--- config.mk ---
export PLATFORM = sky130hd
export DESIGN_NAME = gce_mix
export DESIGN_NICKNAME = d
export VERILOG_FILES = /design/src/rtl/core/gce_pkg.sv /design/src/rtl/core/gce_mix.sv
export SDC_FILE = /design/constraint.sdc
export NUM_CORES = 2
export LEC_CHECK = 0
export BUFFER_PORTS_ARGS = -buffer_cell sky130_fd_sc_hd__buf_4
export CAP_MARGIN = 15
export CORE_UTILIZATION = 50
export DETAILED_ROUTE_END_ITERATION = 16
export GPL_ROUTABILITY_DRIVEN = 0
export HOLD_SLACK_MARGIN = 0.03
export PLACE_DENSITY_LB_ADDON = 0.25
export SETUP_SLACK_MARGIN = 0.4
export SYNTH_ARGS = -nofsm -noshare
export SYNTH_HDL_FRONTEND = slang
export SYNTH_SLANG_ARGS = --single-unit
--- constraint.sdc ---
create_clock -name clk -period 3.8 [get_ports clk]
set_clock_uncertainty 0.05 [all_clocks]
set_input_delay 0.57 -clock clk [delete_from_list [all_inputs] [get_ports clk]]
set_output_delay 0.57 -clock clk [all_outputs]
set_load 0.02 [all_outputs]
--- src/rtl/core/gce_pkg.sv ---
`timescale 1ns / 1ps
`default_nettype none
// ----------------------------------------------------------------------------
// gce_pkg
// Shared types, constants and the table function of the Gaussian covariance core.
// ----------------------------------------------------------------------------
package gce_pkg;

	// Port widths fixed by the interface.
	localparam int DATA_W = 32;
	localparam int COV_W  = 33;
	localparam int IDX_W  = 2;

	// Default fraction and table sizes.
	localparam int FRAC_BITS_DEF = 16;
	localparam int TBL_BITS_DEF  = 8;

	// Register indexes of the configuration port.
	localparam logic [IDX_W-1:0] REG_SILL   = 2'd0;
	localparam logic [IDX_W-1:0] REG_NUGGET = 2'd1;
	localparam logic [IDX_W-1:0] REG_RANGE  = 2'd2;

	// Fixed point constants in Q.30.
	localparam logic [30:0] LOG2E_Q30 = 31'd1549082005;
	localparam logic [29:0] LN2_Q30   = 30'd744261118;
	localparam logic [30:0] ONE_Q30   = 31'h4000_0000;

	// Control that travels with each item down the pipeline.
	typedef struct packed {
		logic vld;
		logic row_end;
		logic zero;
	} gce_tag_t;

	// Entry i of the table of 2^(-i/2^tb) in Q.30, by a truncated Taylor series.
	function automatic logic [30:0] exp_tbl_entry(int unsigned i, int unsigned tb);
		logic [63:0] x;
		logic [63:0] sum;
		logic [63:0] term;
		x    = (64'(i) * 64'(LN2_Q30)) >> tb;
		sum  = 64'(ONE_Q30);
		term = 64'(ONE_Q30);
		for (int n = 1; n <= 16; n++) begin
			term = ((term * x) >> 30) / 64'(n);
			if (n[0])
				sum = sum - term;
			else
				sum = sum + term;
		end
		return sum[30:0];
	endfunction

endpackage
`default_nettype wire

--- src/rtl/core/gce_mix.sv ---
`timescale 1ns / 1ps
`default_nettype none
// ----------------------------------------------------------------------------
// gce_mix
// Scales the exponential by the partial sill, adds twice the nugget and saturates.
// ----------------------------------------------------------------------------
module gce_mix #(
	parameter int FRAC_BITS = 16
) (
	input  wire logic                       clk,
	input  wire logic                       arst_n,
	input  wire logic                       en,
	input  wire gce_pkg::gce_tag_t          in_tag,
	input  wire logic [FRAC_BITS:0]         e,
	input  wire logic [gce_pkg::DATA_W-1:0] sill,
	input  wire logic [gce_pkg::DATA_W-1:0] nugget,
	output gce_pkg::gce_tag_t               out_tag,
	output logic [gce_pkg::COV_W-1:0]       cov
);
	import gce_pkg::*;

	localparam int F  = FRAC_BITS;
	localparam int PW = DATA_W + F + 1;

	gce_tag_t tag_s1, tag_s2;

	always_ff @(posedge clk or negedge arst_n) begin
		if (!arst_n) begin
			tag_s1 <= '0;
			tag_s2 <= '0;
		end else if (en) begin
			tag_s1 <= in_tag;
			tag_s2 <= tag_s1;
		end
	end

	// Magnitude of the partial sill and its sign.
	logic              neg;
	logic [DATA_W-1:0] psill;
	assign neg   = (nugget > sill);
	assign psill = neg ? (nugget - sill) : (sill - nugget);

	logic [PW-1:0] prod_s1;
	logic          neg_s1;

	// Sum with twice the nugget, saturated to the output width.
	logic [COV_W:0]   sum;
	logic [COV_W-1:0] cov_s2;
	assign sum = neg_s1 ? ({1'b0, nugget, 1'b0} - {1'b0, prod_s1[PW-1:F]})
	                    : ({1'b0, nugget, 1'b0} + {1'b0, prod_s1[PW-1:F]});

	always_ff @(posedge clk) begin
		if (en) begin
			prod_s1 <= psill * e;
			neg_s1  <= neg;
			cov_s2  <= sum[COV_W] ? {COV_W{1'b1}} : sum[COV_W-1:0];
		end
	end

	assign out_tag = tag_s2;
	assign cov     = cov_s2;

endmodule
`default_nettype wire

# After elaboration in Yosys (flattened, before gate mapping)
# Cells that the tools add are included.
[word_totals] out_inout_bits=36 register_bits=89
[op_classes] muxes=2 n_mul=1 magnitude_cmp=1 addsub=4
[ops] cell="$sub 32x32->32" n=2
[ops] cell="$mul 32x17->49" n=1
[ops] cell="$add 33x33->34" n=1
[ops] cell="$mux 34" n=1
[ops] cell="$sub 33x33->34" n=1
[ops] cell="$gt 32x32->1" n=1
[ops] cell="$mux 32" n=1

# Logic depth before layout (Yosys ltp)
[depth] ltp_word=3 depth_mapped=40 ltp_nobuf=37

# Least setup slack after synthesis
# No wires, ideal clock.
[synth_path] path_kind="in2reg" start="input nugget[0] in the netlist's numbering" end="register prod_s1[43] (data pin)" path_buffers=3 setup_ps=258 cell_stages=37 t_required_ps=3492 setup_slack_ps=-4997 arrival_ps=8489 cell_sequence="inv_1 > ha_1 > inv_1 > fa_1 > a211oi_2 > o211ai_2 > nand3_1 > o211ai_2 > a21oi_2 > o31a_4 > buf_12 > mux2i_1 > o22ai_2 > xor2_2 > buf_4 > nand2_1 > fa_1 > fa_1 > fa_1 > inv_1 > fa_1 > fa_1 > inv_1 > fa_1 > inv_1 > ha_1 > clkbuf_1 > nand2_1 > o211ai_1 > a41oi_1 > o21ai_0 > nand2_1 > o21ai_0 > a31oi_1 > o31ai_1 > a21oi_1 > xnor2_1"
[synth_between] elab_chain_cells=3 word_cells_on_any_way=5 cone_classes="add/sub (2); mul (1); order compare (1); mux (1)"
[synth_lines] element="start, declared" line_no="gce_mix.sv:16" text="input wire logic [gce_pkg::DATA_W-1:0] nugget,"
[synth_lines] element="$sub 32x32->32 / $gt 32x32->1 (equally long branches)" line_no="gce_mix.sv:41, gce_mix.sv:40"
[synth_lines] element="$mux 32 (*)" line_no="gce_mix.sv:41" text="assign psill = neg ? (nugget - sill) : (sill - nugget);"
[synth_lines] element="$mul 32x17->49 (*)" line_no="gce_mix.sv:54" text="prod_s1 <= psill * e;"
[synth_lines] element="end signal, assigned" line_no="gce_mix.sv:54"
[synth_lines] element="end, declared" line_no="gce_mix.sv:43" text="logic [PW-1:0] prod_s1;"
# Mark *: on every way between the ends. The rest lies on a longest branch, timed or not.
# A chain may end at the register's enable or synchronous reset.

# Final worst setup path
[layout_path] start="input nugget[0] in the netlist's numbering" end="register prod_s1[40] (data pin)"
# The elaborated chain is that of the path after synthesis.

==> metrics <==
clk sinks=73; CTS buffer count=9; HPWL after detailed placement=62.24 mm; syn avg cell area=8.548 µm²; cell family with most CP delay=adder cells; # nets final=4422; final instance area=33640 µm²; worst slew pin tran=1.011 ns; violated checks=setup timing; CP max stage delay=0.52 ns; largest net degree at the start of global routing=74; Crit path buffers/inverters=11; final hold vios=0; final WL=78.13 mm; Placement Setup Slack=-5.351 ns; Main synth FF type=edfxtp_1; Congestion Overflow GR=0; Worst slew margin=32.59%; placed instance area=31400 µm²; vias per cell=5.434; Seq/Total Area, Yosys=8.272%; CTS clk-pin slew, worst paths=0.06 ns; Worst path most repeated cell=fa_1; Clk Latency, worst-skew pair=0.37 ns; post-route ant nets=0; CP max-delay cell=fa_1; asr flop ratio synth=8.219%; fmax=117.7 MHz; EDFF count, synth=67; Ys Warns=0; FF-to-FF setup slack=0.23 ns; port bufs=122; htree depth=3; Hold WC Path Type=primary input to flip-flop; antenna violations before repair=1; cell row count=83; Syn Inst Count=3058; Critical Path AT=8.56 ns; ranking of synthesized cells by area=fa_1 35%, ha_1 12%, inv_1 9.3%, edfxtp_1 7.7%, nand2_1 6.1%; CP max FO=6; Critical Path Start Type=primary input; Final WS setup=-4.693 ns; Placeable Area=51510 µm²; Critical Path RT=3.87 ns; first-pass GRT wire length=127.0 mm; number of max-slew violations in the final report=0; Layout fillers=4105; max cap viols=0; Final setup viols=33; via count=23480; Period minus WS final=8.493 ns; WS Path Type=primary input to flip-flop; list of most frequent post-synthesis cells=650 x inv_1, 451 x fa_1, 426 x nand2_1; Final Cycle Share=223.5%; status=finished with violations; Avg WL per Cell=18.08 µm; fin util=65.31%; cell taking the most area after synthesis=fa_1; CTS tree=done; top-count cell post-synth=inv_1; ratio of cells with drive above 1 in the final layout=28.12%; Layout area overhead=28.69%; post-synth cell types=96; post-synthesis register bit count=73; setup repair after global routing missed its margin=true; die footprint=53200 µm²; CP Capture Type=flip-flop; GRT Total Usage=29.97%; IO Count=123; Bufs on Longest Clock Path=2; TNS Setup=-147.14 ns; Die H=230.6 µm; 1st-pass router iterations=5; DRC viols=0; die width=230.6 µm; antenna cells=0; syn_nets=3844; vias in the first global route=24810; area share of the leading cell type in the synthesized netlist=34.54%; root buffer cell=clkbuf_16; Initial Utilization=50.75%; Mapped Area=26140 µm²; DRT iter0 DRCs=1865
## routing by layer
| layer | part of all wire, % | vias up | global-route usage [%] |
|---|---|---|---|
| met5 | 0 | - | 0 |
| met4 | 3.6 | 0 | 10.12 |
| met3 | 8.0 | 209 | 4.410 |
| met2 | 47 | 1158 | 50.54 |
| met1 | 41 | 11440 | 39.38 |
| li1 | - | 10680 | - |
## path summary, 6_finish.rpt
check	startpoint	endpoint	cells after the start
setup / recovery	nugget[0]	prod_s1[40]	39
hold / removal	in_tag[2]	tag_s1[2]	2
setup reg to reg	prod_s1[17]	cov[4]	17
hold reg to reg	out_tag[1]	out_tag[1]	1
max in group asynchronous	arst_n	tag_s1[1]	2
min in group asynchronous	arst_n	tag_s1[2]	2
## registers in the layout, indices dropped and copies added, names as in the netlist
name,flops
prod_s1,33
out_tag,3
tag_s1,3
neg_s1,1
cov,33
## layout by cell type, fill, tap and decap left out, drive strengths merged, types with 18 or more instances in the layout
cell type	Yosys	final
ha	248	248
o21bai	27	27
nand3	22	22
inv	653	655
nor3	21	21
a211oi	19	19
a21oi	166	166
nand2	436	436
nand2b	18	18
nor2b	26	26
a31oi	28	28
fa	451	451
and2	203	203
edfxtp	67	67
xor2	28	28
nand4	18	18
buf	64	712
o21ai	90	90
nor2	89	89
a21o	52	52
xnor2	66	66
## repair_timing
item                                    4_1_cts  5_1_grt
hold buffers                                  1        0
setup buffers                                54       15
pin swaps                                   117       86
endpoints found under the setup margin       66       66
gates cloned                                  7        0
endpoints found under the hold margin         6        0
resized for setup                           195       79
## layout make-up
type                    instances  area, µm²  share of cell area (%)
clock buffers                   9      225.2                  0.6695
flip-flops and latches         73       2162                   6.427
repair buffers                714       5792                   17.22
inverters                     653       2472                   7.350
clock inverters                 7      93.84                  0.2790
well taps                     680      850.8                   2.529
multi-input cells            2184      22040                   65.52
repair inverters                1      3.754                 0.01116
## logic make-up (layout without fill, tap and decap cells)
family,after synthesis,after routing,synth area share [%]
adder cells (fa/ha/maj),699,699,46.41
buffers and inverters,801,1384,12.27
XOR/XNOR,94,94,3.523
AO/OA/AOI/OAI,488,488,12.28
AND/OR/NAND/NOR,879,879,16.25
multiplexers,24,24,0.9956
flip-flops,73,73,8.271
## through the flow
| stage | hold slack, ns | std cells |
|---|---|---|
| after floorplan | 0.2244 | 3058 |
| after global placement | 0.3249 | 4228 |
| final | 0.3928 | 4321 |
| after CTS | 0.3884 | 4306 |
| after detailed placement | 0.3303 | 4228 |
| after global routing | 0.3887 | 4321 |
Power is not shown: default switching activity piles up to over one toggle a cycle in this logic, so the estimate is an artifact.
